<file path="src/hdl/tsl_pkg.sv">
package tsl_pkg;

    // Defaults for the top-level parameters
    localparam int unsigned TABLE_DEPTH_DEF = 4096;
    localparam int unsigned MAX_LEVELS_DEF  = 3;

    // Field widths
    localparam int unsigned LEVEL_W   = 2;
    localparam int unsigned GRID_W    = 10;
    localparam int unsigned SLOT_W    = 12;
    localparam int unsigned WORD_W    = 32;
    localparam int unsigned COUNT_W   = 13;
    localparam int unsigned INDEX_W   = 12;
    localparam int unsigned STATUS_W  = 2;
    localparam int unsigned GRID_N    = 3;

    // Index arithmetic: one grid product, two summed, full linear index
    localparam int unsigned PROD_W    = 2 * GRID_W;
    localparam int unsigned LIN_W     = PROD_W + 2;
    localparam int unsigned ADDR_EXT_W = 32;

    // Configuration port
    localparam int unsigned CFG_IDX_W  = 3;
    localparam int unsigned CFG_DATA_W = 13;

    // Stream packing
    localparam int unsigned S_DATA_W = 104;
    localparam int unsigned M_DATA_W = 80;
    localparam int unsigned ENTRY_W  = 2 * WORD_W;

    typedef enum logic [STATUS_W-1:0] {
        ST_FOUND    = 2'd0,
        ST_NO_TABLE = 2'd1,
        ST_RANGE    = 2'd2
    } status_t;

    typedef enum logic {
        MODE_LOAD   = 1'b0,
        MODE_LOOKUP = 1'b1
    } mode_t;

    typedef enum logic [CFG_IDX_W-1:0] {
        REG_LEVEL_COUNT = 3'd0,
        REG_L0_COLUMNS  = 3'd1,
        REG_L0_ROWS     = 3'd2,
        REG_L1_COLUMNS  = 3'd3,
        REG_L1_ROWS     = 3'd4,
        REG_L2_COLUMNS  = 3'd5,
        REG_L2_ROWS     = 3'd6,
        REG_TILE_COUNT  = 3'd7
    } cfg_reg_t;

    typedef struct packed {
        logic [LEVEL_W-1:0]             level_count;
        logic [GRID_N-1:0][GRID_W-1:0]  columns;
        logic [GRID_N-1:0][GRID_W-1:0]  rows;
        logic [COUNT_W-1:0]             tile_count;
    } cfg_t;

    // Request leaving the index pipeline towards the table
    typedef struct packed {
        logic               valid;
        logic               is_load;
        logic               load_ok;
        logic [SLOT_W-1:0]  slot;
        logic [WORD_W-1:0]  offset;
        logic [WORD_W-1:0]  length;
        status_t            status;
        logic [LIN_W-1:0]   lin;
    } table_req_t;

endpackage

</file>
<file path="src/hdl/tsl_cfg.sv">
module tsl_cfg (
    input  logic                            clk,
    input  logic                            rst_n,
    input  logic                            cfg_valid,
    output logic                            cfg_ready,
    input  logic [tsl_pkg::CFG_IDX_W-1:0]   cfg_index,
    input  logic [tsl_pkg::CFG_DATA_W-1:0]  cfg_data,
    output tsl_pkg::cfg_t                   cfg
);

    tsl_pkg::cfg_t cfg_reg;

    assign cfg_ready = 1'b1;
    assign cfg       = cfg_reg;

    always_ff @(posedge clk or negedge rst_n)
    begin
        if (!rst_n)
        begin
            cfg_reg <= '0;
        end
        else if (cfg_valid)
        begin
            unique case (tsl_pkg::cfg_reg_t'(cfg_index))
                tsl_pkg::REG_LEVEL_COUNT:
                    cfg_reg.level_count <= cfg_data[tsl_pkg::LEVEL_W-1:0];
                tsl_pkg::REG_L0_COLUMNS:
                    cfg_reg.columns[0] <= cfg_data[tsl_pkg::GRID_W-1:0];
                tsl_pkg::REG_L0_ROWS:
                    cfg_reg.rows[0] <= cfg_data[tsl_pkg::GRID_W-1:0];
                tsl_pkg::REG_L1_COLUMNS:
                    cfg_reg.columns[1] <= cfg_data[tsl_pkg::GRID_W-1:0];
                tsl_pkg::REG_L1_ROWS:
                    cfg_reg.rows[1] <= cfg_data[tsl_pkg::GRID_W-1:0];
                tsl_pkg::REG_L2_COLUMNS:
                    cfg_reg.columns[2] <= cfg_data[tsl_pkg::GRID_W-1:0];
                tsl_pkg::REG_L2_ROWS:
                    cfg_reg.rows[2] <= cfg_data[tsl_pkg::GRID_W-1:0];
                tsl_pkg::REG_TILE_COUNT:
                    cfg_reg.tile_count <= cfg_data;
                default:
                    cfg_reg <= cfg_reg;
            endcase
        end
    end

endmodule

</file>
<file path="config.mk">
export PLATFORM = sky130hd
export DESIGN_NAME = tsl_cfg
export DESIGN_NICKNAME = d
export VERILOG_FILES = /design/src/hdl/tsl_pkg.sv /design/src/hdl/tsl_cfg.sv
export SDC_FILE = /design/constraint.sdc
export NUM_CORES = 1
export LEC_CHECK = 0
export ABC_CLOCK_PERIOD_IN_PS = 850
export BUFFER_PORTS_ARGS = -buffer_cell sky130_fd_sc_hd__buf_2
export CORE_MARGIN = 10
export CORE_UTILIZATION = 30
export CTS_BUF_LIST = sky130_fd_sc_hd__clkbuf_16
export CTS_CLUSTER_SIZE = 28
export DETAILED_ROUTE_END_ITERATION = 8
export HOLD_SLACK_MARGIN = 0.03
export PLACE_DENSITY = 0.55
export SYNTH_ARGS = -nofsm -noshare
export SYNTH_HDL_FRONTEND = slang
export SYNTH_SLANG_ARGS = --single-unit
</file>
<file path="constraint.sdc">
create_clock -name clk -period 0.85 [get_ports clk]
set_input_delay 0.255 -clock clk [delete_from_list [all_inputs] [get_ports clk]]
set_output_delay 0.255 -clock clk [all_outputs]
set_load 0.01 [all_outputs]
</file>
==> flow_metrics.tcl <==
set metrics [dict create \
    drt_iter0_drc 42 \
    hold_viol 0 \
    critPathCaptureType "output pin" \
    fin_ws_ns -0.2763 \
    final_layout_size_suffix_gt1_share_pct 73.72 \
    cts.sinks 75 \
    power_switching_mw 3.106 \
    fill_cells 814 \
    synth.avg_cell_area_um2 17.17 \
    rsz0062_at_grt "yes" \
    grt_max_degree 33 \
    status "finished, violations left" \
    drv_cap 0 \
    die_height_um 117.8 \
    drt_pass1_iterations 3 \
    worstPathMaxFanout 2 \
    cts_buffers 9 \
    num_rows 35 \
    cp_top_family "flip-flops" \
    min_period_over_period_pct 132.5 \
    gr-total-overflow 0 \
    p_clk_share_pct 32.1 \
    pwr-share-seq_pct 39.6 \
    largest_reg_flops 75 \
    place_hpwl_um 5397 \
    clockBufferDepth 2 \
    final_max_slew_viol_count 0 \
    final_nets 327 \
    grt_use_total_pct 11.65 \
    place_area_um2 3617 \
    ys_ff_latch 75 \
    p_leak_nw 2.309 \
    grt_pass1_vias 2069 \
    wl_per_cell_um 18.39 \
    crit_required_ns 0.59 \
    fin_util_pct 49.84 \
    drc 0 \
    hp-class "in2reg" \
    vias 1955 \
    irDropWorstVdd_mv 1.057 \
    dp_worst_setup_slack_ns -0.5233 \
    period_minus_slack_ns 1.126 \
    yosys_warnings 0 \
    area_growth_pct 61.34 \
    cts_root_buf "clkbuf_16" \
    synth_fp_nets 186 \
    syn-instance-count 167 \
    htreeDepth 3 \
    skew_ns 0 \
    crit_chain "buf_2" \
    final_area_um2 4627 \
    seq_area_frac_synth_pct 65.45 \
    cp-start-kind "flop" \
    fin_hold_ws_ns 0.1648 \
    initial_core_util_pct 30.89 \
    worst-path-buf-inv 1 \
    netlist_area_um2 2868 \
    switching_share_pct 25.51 \
    arrival_ns 0.87 \
    io_pins 95 \
    core_um2 9284 \
    power.internal_mw 9.072 \
    grt_first_pass_wirelength_um 12560 \
    setup-violations-final 150 \
    powerDensity_nw_per_um2 2632 \
    slowest_stage "dfrtp_1" \
    critPathMaxStageDelay_ns 0.40 \
    wirelength_um 8112 \
    place_congestion 0.6704 \
    tritoncts "done" \
    dieArea_um2 13870 \
    io_buffers 93 \
    viasPerCell 4.433 \
    clock_latency_ns 0.32 \
    synth.distinct_cells 10 \
    combPwrFrac_pct 28.3 \
    critPathKind "reg2out" \
    max_freq_ghz 0.8879 \
    die_x_um 117.8 \
    path_clk_slew_ns 0.06 \
    antenna_cells 0 \
    antenna_found_initial 0 \
    ant_nets 0 \
    violations "negative setup slack" \
]
layout make-up:
class	count	area, µm²	area share, %
clock buffer	9	225.2	4.867
clock inverter	6	81.33	1.758
multi-input combinational	84	1149	24.82
sequential	75	1877	40.56
tap	129	161.4	3.488
timing repair buffer	138	1134	24.50
through the flow:
step	instances	total power [mW]	setup TNS, ns
2_1_floorplan	167	5.938	-12.86
3_3_place_gp	393	7.154	-32.05
3_5_place_dp	393	7.214	-33.02
4_1_cts	419	11.86	-27.38
5_1_grt	441	12.85	-30.51
6_report	441	12.18	-26.94
per-layer routing:
layer	vias up	part of all wire (%)	global-route usage, %
li1	882	-	-
met1	1008	46	14.77
met2	57	46	17.17
met3	8	6.6	5.468
met4	0	1.2	3.555
met5	-	0	0
kinds of logic (layout without fill, tap and decap cells):
kind of cell	count (synthesis)	after routing	share of synthesized area [%]
AND/OR/NAND/NOR	8	8	2.749
other	1	1	0.1308
multiplexers	75	75	29.45
buffers and inverters	8	153	2.225
flip-flops	75	75	65.45
Yosys cell counts:
cell type	count	share of area, %
nand4_1	1	0.22
nand4b_1	3	0.92
dfrtp_1	75	65
nor4b_1	1	0.31
conb_1	1	0.13
buf_2	3	0.52
mux2_2	75	29
buf_4	2	0.52
buf_6	3	1.2
and4bb_2	3	1.3
worst paths after layout:
check,from,end,slack (ns),cells past startpoint
min in group asynchronous,rst_n,cfg[35],0.33,2
max in group asynchronous,rst_n,cfg[54],0.09,3
worst min register to register,cfg[63],cfg[63],0.50,1
worst min-delay path,cfg_data[12],cfg[12],0.16,2
worst max register to register,cfg[13],cfg[13],-0.13,3
worst max-delay path,cfg[60],cfg[60],-0.28,1
power by group through the flow:
stage | Sequential, mW | Clock, mW | Combinational, mW
detailed placement | 4.80 | 0 | 2.42
CTS | 4.80 | 4.04 | 3.02
finish | 4.82 | 3.91 | 3.45
global placement | 4.77 | 0 | 2.38
global route | 4.92 | 4.22 | 3.70
floorplan | 5.17 | 0 | 0.769
cells in the final DEF, fill, tap and decap left out, drive strengths merged:
cell / Yosys / final
nor4b: 1 / 1
and4bb: 3 / 3
buf: 8 / 137
clkinv: 0 / 3
bufinv: 0 / 2
nand4: 1 / 1
clkbuf: 0 / 9
nand4b: 3 / 3
dlygate4sd3: 0 / 1
dfrtp: 75 / 75
clkinvlp: 0 / 1
mux2: 75 / 75
conb: 1 / 1
what timing repair did:
item | in CTS | in global routing
gates resized for setup | 80 | 24
setup buffers | 9 | 22
pin swaps | 4 | 3
endpoints found under the hold margin | 12 | 0
endpoints found under the setup margin | 149 | 150
hold buffers | 1 | 0
gates cloned | 1 | 1
Note: power is estimated with default switching activity, not from simulation.
