$ cat src/hdl/tsl_pkg.sv
package tsl_pkg;

    // Defaults for the top-level parameters
    localparam int unsigned TABLE_DEPTH_DEF = 4096;
    localparam int unsigned MAX_LEVELS_DEF  = 3;

    // Field widths
    localparam int unsigned LEVEL_W   = 2;
    localparam int unsigned GRID_W    = 10;
    localparam int unsigned SLOT_W    = 12;
    localparam int unsigned WORD_W    = 32;
    localparam int unsigned COUNT_W   = 13;
    localparam int unsigned INDEX_W   = 12;
    localparam int unsigned STATUS_W  = 2;
    localparam int unsigned GRID_N    = 3;

    // Index arithmetic: one grid product, two summed, full linear index
    localparam int unsigned PROD_W    = 2 * GRID_W;
    localparam int unsigned LIN_W     = PROD_W + 2;
    localparam int unsigned ADDR_EXT_W = 32;

    // Configuration port
    localparam int unsigned CFG_IDX_W  = 3;
    localparam int unsigned CFG_DATA_W = 13;

    // Stream packing
    localparam int unsigned S_DATA_W = 104;
    localparam int unsigned M_DATA_W = 80;
    localparam int unsigned ENTRY_W  = 2 * WORD_W;

    typedef enum logic [STATUS_W-1:0] {
        ST_FOUND    = 2'd0,
        ST_NO_TABLE = 2'd1,
        ST_RANGE    = 2'd2
    } status_t;

    typedef enum logic {
        MODE_LOAD   = 1'b0,
        MODE_LOOKUP = 1'b1
    } mode_t;

    typedef enum logic [CFG_IDX_W-1:0] {
        REG_LEVEL_COUNT = 3'd0,
        REG_L0_COLUMNS  = 3'd1,
        REG_L0_ROWS     = 3'd2,
        REG_L1_COLUMNS  = 3'd3,
        REG_L1_ROWS     = 3'd4,
        REG_L2_COLUMNS  = 3'd5,
        REG_L2_ROWS     = 3'd6,
        REG_TILE_COUNT  = 3'd7
    } cfg_reg_t;

    typedef struct packed {
        logic [LEVEL_W-1:0]             level_count;
        logic [GRID_N-1:0][GRID_W-1:0]  columns;
        logic [GRID_N-1:0][GRID_W-1:0]  rows;
        logic [COUNT_W-1:0]             tile_count;
    } cfg_t;

    // Request leaving the index pipeline towards the table
    typedef struct packed {
        logic               valid;
        logic               is_load;
        logic               load_ok;
        logic [SLOT_W-1:0]  slot;
        logic [WORD_W-1:0]  offset;
        logic [WORD_W-1:0]  length;
        status_t            status;
        logic [LIN_W-1:0]   lin;
    } table_req_t;

endpackage

$ cat src/hdl/tsl_index.sv
module tsl_index #(
    parameter int unsigned TABLE_DEPTH = tsl_pkg::TABLE_DEPTH_DEF,
    parameter int unsigned MAX_LEVELS  = tsl_pkg::MAX_LEVELS_DEF
) (
    input  logic                        clk,
    input  logic                        rst_n,
    input  tsl_pkg::cfg_t               cfg,
    input  logic                        in_valid,
    output logic                        in_ready,
    input  logic                        mode,
    input  logic [tsl_pkg::LEVEL_W-1:0] level,
    input  logic [tsl_pkg::GRID_W-1:0]  column,
    input  logic [tsl_pkg::GRID_W-1:0]  row,
    input  logic [tsl_pkg::SLOT_W-1:0]  entry_index,
    input  logic [tsl_pkg::WORD_W-1:0]  entry_offset,
    input  logic [tsl_pkg::WORD_W-1:0]  entry_length,
    input  logic                        out_ready,
    output tsl_pkg::table_req_t         req
);

    localparam logic [tsl_pkg::LEVEL_W-1:0] LEVEL_LIMIT = tsl_pkg::LEVEL_W'(MAX_LEVELS);
    localparam logic [tsl_pkg::ADDR_EXT_W-1:0] DEPTH_EXT =
        tsl_pkg::ADDR_EXT_W'(TABLE_DEPTH);

    // Stage A: grid products and position checks
    logic                         a_valid_reg;
    logic                         a_load_reg;
    logic                         a_load_ok_reg;
    logic [tsl_pkg::SLOT_W-1:0]   a_slot_reg;
    logic [tsl_pkg::WORD_W-1:0]   a_offset_reg;
    logic [tsl_pkg::WORD_W-1:0]   a_length_reg;
    tsl_pkg::status_t             a_status_reg;
    logic [tsl_pkg::LEVEL_W-1:0]  a_level_reg;
    logic [tsl_pkg::GRID_W-1:0]   a_col_reg;
    logic [tsl_pkg::PROD_W-1:0]   a_p0_reg;
    logic [tsl_pkg::PROD_W-1:0]   a_p1_reg;
    logic [tsl_pkg::PROD_W-1:0]   a_prow_reg;

    // Stage B: linear index and table-bound check
    tsl_pkg::table_req_t          b_reg;
    tsl_pkg::table_req_t          b_next;

    logic                         a_ready;
    logic                         b_ready;
    logic                         in_go;
    logic [tsl_pkg::LEVEL_W-1:0]  levels;
    logic [tsl_pkg::GRID_W-1:0]   cols_sel;
    logic [tsl_pkg::GRID_W-1:0]   rows_sel;
    tsl_pkg::status_t             status_a_next;
    logic [tsl_pkg::LIN_W-1:0]    base;
    logic [tsl_pkg::LIN_W-1:0]    lin;

    assign b_ready  = !b_reg.valid || out_ready;
    assign a_ready  = !a_valid_reg || b_ready;
    assign in_ready = a_ready;
    assign in_go    = in_valid && a_ready;
    assign req      = b_reg;

    assign levels = (cfg.level_count < LEVEL_LIMIT) ? cfg.level_count : LEVEL_LIMIT;

    always_comb
    begin
        case (level)
            2'd0:    begin cols_sel = cfg.columns[0]; rows_sel = cfg.rows[0]; end
            2'd1:    begin cols_sel = cfg.columns[1]; rows_sel = cfg.rows[1]; end
            2'd2:    begin cols_sel = cfg.columns[2]; rows_sel = cfg.rows[2]; end
            default: begin cols_sel = '0;             rows_sel = '0;          end
        endcase

        if (cfg.tile_count == '0)
        begin
            status_a_next = tsl_pkg::ST_NO_TABLE;
        end
        else if (level >= levels || column >= cols_sel || row >= rows_sel)
        begin
            status_a_next = tsl_pkg::ST_RANGE;
        end
        else
        begin
            status_a_next = tsl_pkg::ST_FOUND;
        end
    end

    always_ff @(posedge clk or negedge rst_n)
    begin
        if (!rst_n)
        begin
            a_valid_reg <= 1'b0;
        end
        else if (a_ready)
        begin
            a_valid_reg <= in_valid;
        end
    end

    always_ff @(posedge clk)
    begin
        if (in_go)
        begin
            a_load_reg    <= (tsl_pkg::mode_t'(mode) == tsl_pkg::MODE_LOAD);
            a_load_ok_reg <= tsl_pkg::ADDR_EXT_W'(entry_index) < DEPTH_EXT;
            a_slot_reg    <= entry_index;
            a_offset_reg  <= entry_offset;
            a_length_reg  <= entry_length;
            a_status_reg  <= status_a_next;
            a_level_reg   <= level;
            a_col_reg     <= column;
            a_p0_reg      <= cfg.columns[0] * cfg.rows[0];
            a_p1_reg      <= cfg.columns[1] * cfg.rows[1];
            a_prow_reg    <= row * cols_sel;
        end
    end

    always_comb
    begin
        case (a_level_reg)
            2'd1:    base = tsl_pkg::LIN_W'(a_p0_reg);
            2'd2:    base = tsl_pkg::LIN_W'(a_p0_reg) + tsl_pkg::LIN_W'(a_p1_reg);
            default: base = '0;
        endcase
        lin = base + tsl_pkg::LIN_W'(a_prow_reg) + tsl_pkg::LIN_W'(a_col_reg);

        b_next         = '0;
        b_next.valid   = a_valid_reg;
        b_next.is_load = a_load_reg;
        b_next.load_ok = a_load_ok_reg;
        b_next.slot    = a_slot_reg;
        b_next.offset  = a_offset_reg;
        b_next.length  = a_length_reg;
        b_next.lin     = lin;
        b_next.status  = a_status_reg;
        if (a_status_reg == tsl_pkg::ST_FOUND &&
            (lin >= tsl_pkg::LIN_W'(cfg.tile_count) ||
             tsl_pkg::ADDR_EXT_W'(lin) >= DEPTH_EXT))
        begin
            b_next.status = tsl_pkg::ST_RANGE;
        end
    end

    // Side band only moves when stage A actually holds a request
    always_ff @(posedge clk or negedge rst_n)
    begin
        if (!rst_n)
        begin
            b_reg <= '0;
        end
        else if (b_ready)
        begin
            b_reg.valid <= b_next.valid;
            if (a_valid_reg)
            begin
                b_reg.is_load <= b_next.is_load;
                b_reg.load_ok <= b_next.load_ok;
                b_reg.slot    <= b_next.slot;
                b_reg.offset  <= b_next.offset;
                b_reg.length  <= b_next.length;
                b_reg.status  <= b_next.status;
                b_reg.lin     <= b_next.lin;
            end
        end
    end

endmodule
$ cat config.mk
export PLATFORM = sky130hd
export DESIGN_NAME = tsl_index
export DESIGN_NICKNAME = d
export VERILOG_FILES = /design/src/hdl/tsl_pkg.sv /design/src/hdl/tsl_index.sv
export SDC_FILE = /design/constraint.sdc
export NUM_CORES = 1
export LEC_CHECK = 0
export BUFFER_PORTS_ARGS = -buffer_cell sky130_fd_sc_hd__buf_2
export CORE_MARGIN = 3
export CORE_UTILIZATION = 45
export DETAILED_ROUTE_END_ITERATION = 16
export MAX_ROUTING_LAYER = met4
export PLACE_DENSITY_LB_ADDON = 0.2
export SYNTH_ARGS = -nofsm -noshare
export SYNTH_HDL_FRONTEND = slang
export SYNTH_SLANG_ARGS = --single-unit
$ cat constraint.sdc
create_clock -name clk -period 6.8 [get_ports clk]
set_input_delay 0 -clock clk [delete_from_list [all_inputs] [get_ports clk]]
set_output_delay 0 -clock clk [all_outputs]
set_load 0.03 [all_outputs]
==> metrics.md, run 1 <==
| Metric | Value |
|---|---|
| Tot GR Track Use | 22.7% |
| Static Leak | 12.3 nW |
| Total CTS buffers | 27 |
| H-tree Lvls | 1 |
| Setup skew after layout | 0.0261 ns |
| Min Tclk post-route | 6.32 ns |
| Tcrit/Tclk final | 92.9% |
| CTS tree | yes |
| Initial antenna violation count | 0 |
| Area of the multi-input gates | 13200 um2 |
| Synthesized area per cell | 10.8 um2 |
| Slew margin rel. | 31.5% |
| CP max FO | 22 |
| Util after Layout | 54.2% |
| Comb power frac | 59.9% |
| Dpl cell area | 23600 um2 |
| Area grow syn2layout | 17.9% |
| Post-synth EDFFs | 151 |
| Met3 wire length | 3920 um |
| Max reg flops | 103 |
| Largest stage delay on the critical path | 0.55 ns |
| Met1 Wirelength | 25500 um |
| Mean routed wirelength per cell | 18.8 um |
| Fillers | 4050 |
| Min-Delay Path Depth | 2 |
| I/O pin count | 282 |
| Antenna cells | 0 |
| GR Overflow Total | 0 |
| Mapped cell area | 21600 um2 |
| Uppermost layer routed | met4 |
| CP startpoint | level[0] |
| Register share of total power | 24.7% |
| R2r worst-path depth | 23 |
| TritonCTS Sinks | 255 |
| Max_cap viols | 0 |
| Crit path kind | primary input to register |
| Die Wd | 225 um |
| Total Nets Final | 2965 |
| Dominant cells by area after synthesis | edfxtp_1, fa_1, ha_1 |
| Final setup fails | 0 |
| Unrepaired setup endpoints after global routing | no |
| Critical path data arrival time | 6.60 ns |
| Commonest cells in the netlist | ha_1, inv_1, nand2_1 |
| Vias/cell | 5.27 |
| Overall routed net length | 55700 um |
| Initial DRT Pass Iterations | 5 |
| Power Density | 370 nW/um2 |
| Setup Buffers After CTS | 0 |
| Fmax | 158 MHz |
| WHS | 0.0313 ns |
| Switch share | 42.9% |
| Worst-path clk slew | 0.06 ns |
| Number of global-route vias before repair | 16100 |
| Ys flop type | edfxtp_1 |
| Final setup TNS | 0 ns |
| Critical path's slowest cell | fa_1 |
| Gpl congestion | 0.892 |
| # rows | 79 |
| Met2 routed WL | 25200 um |
| Clock power frac | 15.4% |
| Synth Net Count | 2619 |
| Final ANT Viol Nets | 0 |
| Setup crit end kind | register |
| Register area share after synthesis | 33.1% |
| Number of synthesis warnings | 0 |
| Outcome | completed |
| DP HPWL | 43500 um |
| Overall power | 9.40 mW |
| Place WS | 0.508 ns |
| Setup crit start kind | primary input |
| Hold Fails Final Rpt | 0 |
| Share of the synthesized area in the top cell type | 21.0% |
| Critical R2R Capture | req[23] |
| FF+latch count, synth | 255 |
| DR vias | 15600 |
| Hold Path End | a_p0_reg[0] |
| Most common cell in the netlist | ha_1 |
| Leading area contributor after synthesis | edfxtp_1 |
| Worst Tran Pin Value | 1.03 ns |
| DRC Markers | 0 |
| Layout cells sized above 1 | 18.7% |
| R2R setup slack | 1.49 ns |
| FF-to-FF Start | a_p0_reg[4] |
| Initial Util | 46.0% |
| DP Cell Count | 2815 |
| Top cell by count, worst path | fa_1 |
| Sw Pwr | 4.04 mW |
| First-pass GRT wire length | 88700 um |
| Post-synth cell types | 61 |
| Post-cts sizing count | 0 |
| Asr flop ratio synth | 40.8% |
| Hold Crit Class | primary input to register |
| Final WS setup | 0.481 ns |
| Register area | 7140 um2 |
| Die ar. | 50600 um2 |
| Die H | 225 um |
| Maximum vdd ir drop | 0.226 mV |
| Root buf cell | clkbuf_16 |
| Syn Inst Count | 1991 |
| Post-route cell area | 25400 um2 |
| DRT iter0 DRCs | 753 |
| Worst skew pair latency | 0.55 ns |
| Hold_sp | cfg[13] |
| CORE AREA | 47000 um2 |
| Critical-path cell list | dlygate4sd3_1, buf_2, inv_1, nor2_1, buf_4, nand2_1, o21ai_1, nand2_1, fa_1, fa_1, inv_1, fa_1, fa_1, fa_1, ha_1, and4_1, a21oi_1, a211oi_1, or3_1, a31o_2, a21oi_1, xnor2_1 |
| Non-filler instance count after layout | 2964 |
| IO Port Bufs | 281 |
| CTS max path bufs | 3 |
| Pin count of the biggest net entering global routing | 77 |
| Critical Path RT | 7.08 ns |
| Fin. max-slew vios | 0 |
| Pint | 5.37 mW |
[critical path, delay by kind of cell]
family	cells	cell delay, ns
xor+xnor	1	0.08
fa+ha+maj	6	2.79
simple gates	5	1.22
compound gates	5	1.24
buf+inv	5	1.26
[area by class of cell]
class,count,share of cell area (%)
repair buffers,391,9.81
inverters,250,3.69
flip-flops and latches,255,28.1
multi-input cells,1412,52.0
well taps,607,2.99
clock inverters,8,0.315
clock buffers,41,3.10
[placed cells by master (no fill, tap or decap), types with 21 or more instances in the layout]
| cell type | count |
|---|---|
| a21o_1 | 35 |
| a21oi_1 | 80 |
| and2_1 | 132 |
| buf_2 | 280 |
| clkbuf_16 | 27 |
| dfrtp_1 | 104 |
| dlygate4sd3_1 | 99 |
| edfxtp_1 | 151 |
| fa_1 | 198 |
| ha_1 | 252 |
| inv_1 | 249 |
| mux2_2 | 91 |
| nand2_1 | 217 |
| nor2_1 | 68 |
| o21ai_0 | 35 |
| o21bai_1 | 21 |
| xnor2_1 | 58 |
[how the worst max path moves through the flow]
stage	end	slack [ns]	cells past startpoint
floorplan	a_prow_reg[19]	1.18	19
finish	a_prow_reg[19]	0.48	22
global placement	a_prow_reg[19]	0.70	21
CTS	a_prow_reg[19]	0.55	22
global route	a_prow_reg[19]	0.11	22
detailed placement	a_prow_reg[19]	0.51	21
[logic make-up (layout without fill, tap and decap cells)]
group,after synthesis,after routing,share of synthesized area [%]
compound gates,268,268,8.17
flops,255,255,33.1
simple gates,504,504,11.2
buf+inv,324,690,5.64
xor+xnor,79,79,3.24
fa+ha+maj,450,450,33.0
mux,111,111,5.68
[metal layers]
layer,vias up,GRT usage [%]
met5,-,-
met4,0,4.78
met3,68,3.01
met2,512,35.7
met1,7696,31.9
li1,7343,-
[repair_timing]
item,CTS,global route
hold buffers,100,0
endpoints found under the hold margin,143,0
setup endpoints to repair,0,0
[power by group through the flow]
| stage | Combinational, mW | Clock (mW) | Sequential [mW] |
|---|---|---|---|
| floorplan | 3.88 | 0 | 2.59 |
| global placement | 5.43 | 0 | 2.34 |
| detailed placement | 5.52 | 0 | 2.36 |
| CTS | 5.64 | 1.49 | 2.33 |
| global route | 6.35 | 1.53 | 2.36 |
| finish | 5.63 | 1.45 | 2.32 |
No activity file was read; power rests on OpenSTA's default activity.
==> inputs of run 2 (changes only) <==
--- a/config.mk
+++ b/config.mk
@@ -6,11 +6,12 @@
 export NUM_CORES = 1
 export LEC_CHECK = 0
 export BUFFER_PORTS_ARGS = -buffer_cell sky130_fd_sc_hd__buf_2
-export CORE_MARGIN = 3
-export CORE_UTILIZATION = 45
+export CORE_MARGIN = 2
+export CORE_UTILIZATION = 53
 export DETAILED_ROUTE_END_ITERATION = 16
 export MAX_ROUTING_LAYER = met4
 export PLACE_DENSITY_LB_ADDON = 0.2
+export REMOVE_ABC_BUFFERS = 1
 export SYNTH_ARGS = -nofsm -noshare
 export SYNTH_HDL_FRONTEND = slang
 export SYNTH_SLANG_ARGS = --single-unit
==> run 2 against run 1 <==
Effect of this change:
- count of clock-buffer cells in the layout down 3
- via count is 0.52% higher
- critical endpoint unchanged
- highest routed layer unchanged
- register-to-register slack got worse by 0.08 ns
- largest cell class unchanged
==> metrics.md, run 2 (synthesis results as in run 1) <==
| Metric | Value |
|---|---|
| Outcome | completed |
| I/O pin count | 282 (unchanged) |
| Worst skew pair latency | 0.53 ns (-0.02 ns) |
| DP Cell Count | 2732 (-2.9%) |
| Pin count of the biggest net entering global routing | 87 (+13%) |
| Power Density | 372 nW/um2 (+0.52%) |
| Root buf cell | clkbuf_16 |
| Register area | 7140 um2 (unchanged) |
| Setup crit start kind | primary input |
| Most common cell after layout, fill and taps aside | buf_2 |
| Die Wd | 206 um (-8.5%) |
| H-tree Lvls | 1 (unchanged) |
| Static Leak | 12.3 nW (+0.30%) |
| Setup skew after layout | 0.0136 ns (-0.0124 ns) |
| CORE AREA | 40000 um2 (-15%) |
| Maximum vdd ir drop | 0.184 mV (-19%) |
| Initial antenna violation count | 7 (+7) |
| GR Overflow Total | 0 (unchanged) |
| Fin. max-slew vios | 0 (unchanged) |
| DP HPWL | 41600 um (-4.4%) |
| Hold Crit Class | primary input to register |
| Final setup TNS | 0 ns (unchanged) |
| Die H | 206 um (-8.5%) |
| Total CTS buffers | 27 (unchanged) |
| Gpl congestion | 0.918 (+2.9%) |
| CTS tree | yes |
| Initial Util | 53.9% (+8.0 points) |
| Layout cells sized above 1 | 18.9% (+0.17 points) |
| Tcrit/Tclk final | 91.3% (-1.6 points) |
| Worst Tran Pin Value | 1.17 ns (+0.139 ns) |
| Final setup fails | 0 (unchanged) |
| DRC Markers | 0 (unchanged) |
| Max_cap viols | 0 (unchanged) |
| Min Tclk post-route | 6.21 ns (-0.109 ns) |
| Crit path kind | primary input to register |
| Fillers | 3174 (-22%) |
| Vias/cell | 5.44 (+3.2%) |
| Initial DRT Pass Iterations | 7 (+2) |
| TritonCTS Sinks | 255 (unchanged) |
| Fmax | 161 MHz (+1.8%) |
| IO Port Bufs | 281 (unchanged) |
| Overall routed net length | 54500 um (-2.2%) |
| Critical Path RT | 7.08 ns (about the same) |
| # rows | 73 (-7.6%) |
| Worst-path clk slew | 0.06 ns (about the same) |
| DR vias | 15700 (+0.52%) |
| Number of global-route vias before repair | 16500 (+2.4%) |
| CP max FO | 22 (unchanged) |
| Total Nets Final | 2965 (unchanged) |
| Area grow syn2layout | 17.8% (about the same) |
| Critical path data arrival time | 6.48 ns (-0.12 ns) |
| R2R setup slack | 1.41 ns (-0.08 ns) |
| Die ar. | 42300 um2 (-16%) |
| Area of the multi-input gates | 13200 um2 (about the same) |
| Hold Fails Final Rpt | 0 (unchanged) |
| Commonest non-fill, non-tap cells in the layout | buf_2, ha_1, inv_1 |
| Non-filler instance count after layout | 2887 (-2.6%) |
| Mean routed wirelength per cell | 18.9 um (+0.42%) |
| Final ANT Viol Nets | 0 (unchanged) |
| Unrepaired setup endpoints after global routing | no |
| Slew margin rel. | 21.5% (-10 points) |
| Setup crit end kind | register |
| Tot GR Track Use | 26.8% (+4.1 points) |
| WHS | 0.105 ns (+0.0738 ns) |
| DRT iter0 DRCs | 936 (+24%) |
| Max reg flops | 103 (unchanged) |
| First-pass GRT wire length | 86500 um (-2.5%) |
| CTS max path bufs | 3 (unchanged) |
[run 2: cell type report]
cell class / count / share of cell area [%]
clock inverter: 11 / 0.522
tap: 525 / 2.58
timing repair buffer: 391 / 9.78
antenna: 5 / 0.0492
multi-input combinational: 1412 / 52.1
inverter: 250 / 3.69
sequential: 255 / 28.1
clock buffer: 38 / 3.22
[run 2: power breakdown]
part	switching [mW]	internal (mW)
clock network	0.614	0.922
logic	3.22	2.37
registers	0.166	2.15
[run 2: timing repair]
action	4_1_cts	5_1_grt
resized for setup	0	1
hold buffers	101	0
setup buffers	0	0
setup endpoints to repair	0	1
hold endpoints to repair	126	0
[run 2: critical path, stage by stage]
cell and delay, ns:
dlygate4sd3_1 0.51, buf_2 0.32, inv_1 0.12, nor2_2 0.35, nand2_1 0.10, o21ai_1 0.42
nand2_1 0.18, fa_1 0.59, fa_1 0.46, fa_1 0.51, fa_1 0.49, inv_1 0.05
fa_1 0.43, ha_1 0.36, a21o_1 0.19, a21o_1 0.19, nor3_1 0.19, a211oi_1 0.13
or3_1 0.40, a31o_2 0.24, a21oi_1 0.16, xnor2_1 0.08
[run 2: path summary, 6_finish.rpt]
| kind | startpoint | to | cells after the start |
|---|---|---|---|
| worst max-delay path | level[0] | a_prow_reg[19] | 22 |
| worst min-delay path | row[1] | a_prow_reg[1] | 3 |
| worst max register to register | a_p0_reg[4] | req[23] | 23 |
| worst min register to register | a_offset_reg[10] | req[66] | 1 |
| max in group asynchronous | rst_n | req[18] | 3 |
| min in group asynchronous | rst_n | a_valid_reg | 3 |
[run 2: layer usage]
layer	share of wire [%]	up-vias	global-route usage, %
li1	-	7358	-
met1	43	7745	34.6
met2	48	522	44.5
met3	7.2	75	4.31
met4	1.7	0	6.35
met5	0	-	-
[run 2: through the flow]
stage	instance area (um2)	utilization (%)	setup slack, ns	power (mW)
2_1_floorplan	21300	-	1.06	6.45
3_3_place_gp	23400	58.6	0.591	7.72
3_5_place_dp	23400	58.6	0.422	7.83
4_1_cts	25400	63.5	0.435	9.47
5_1_grt	25400	63.5	0.159	10.3
6_report	25400	63.5	0.590	9.45
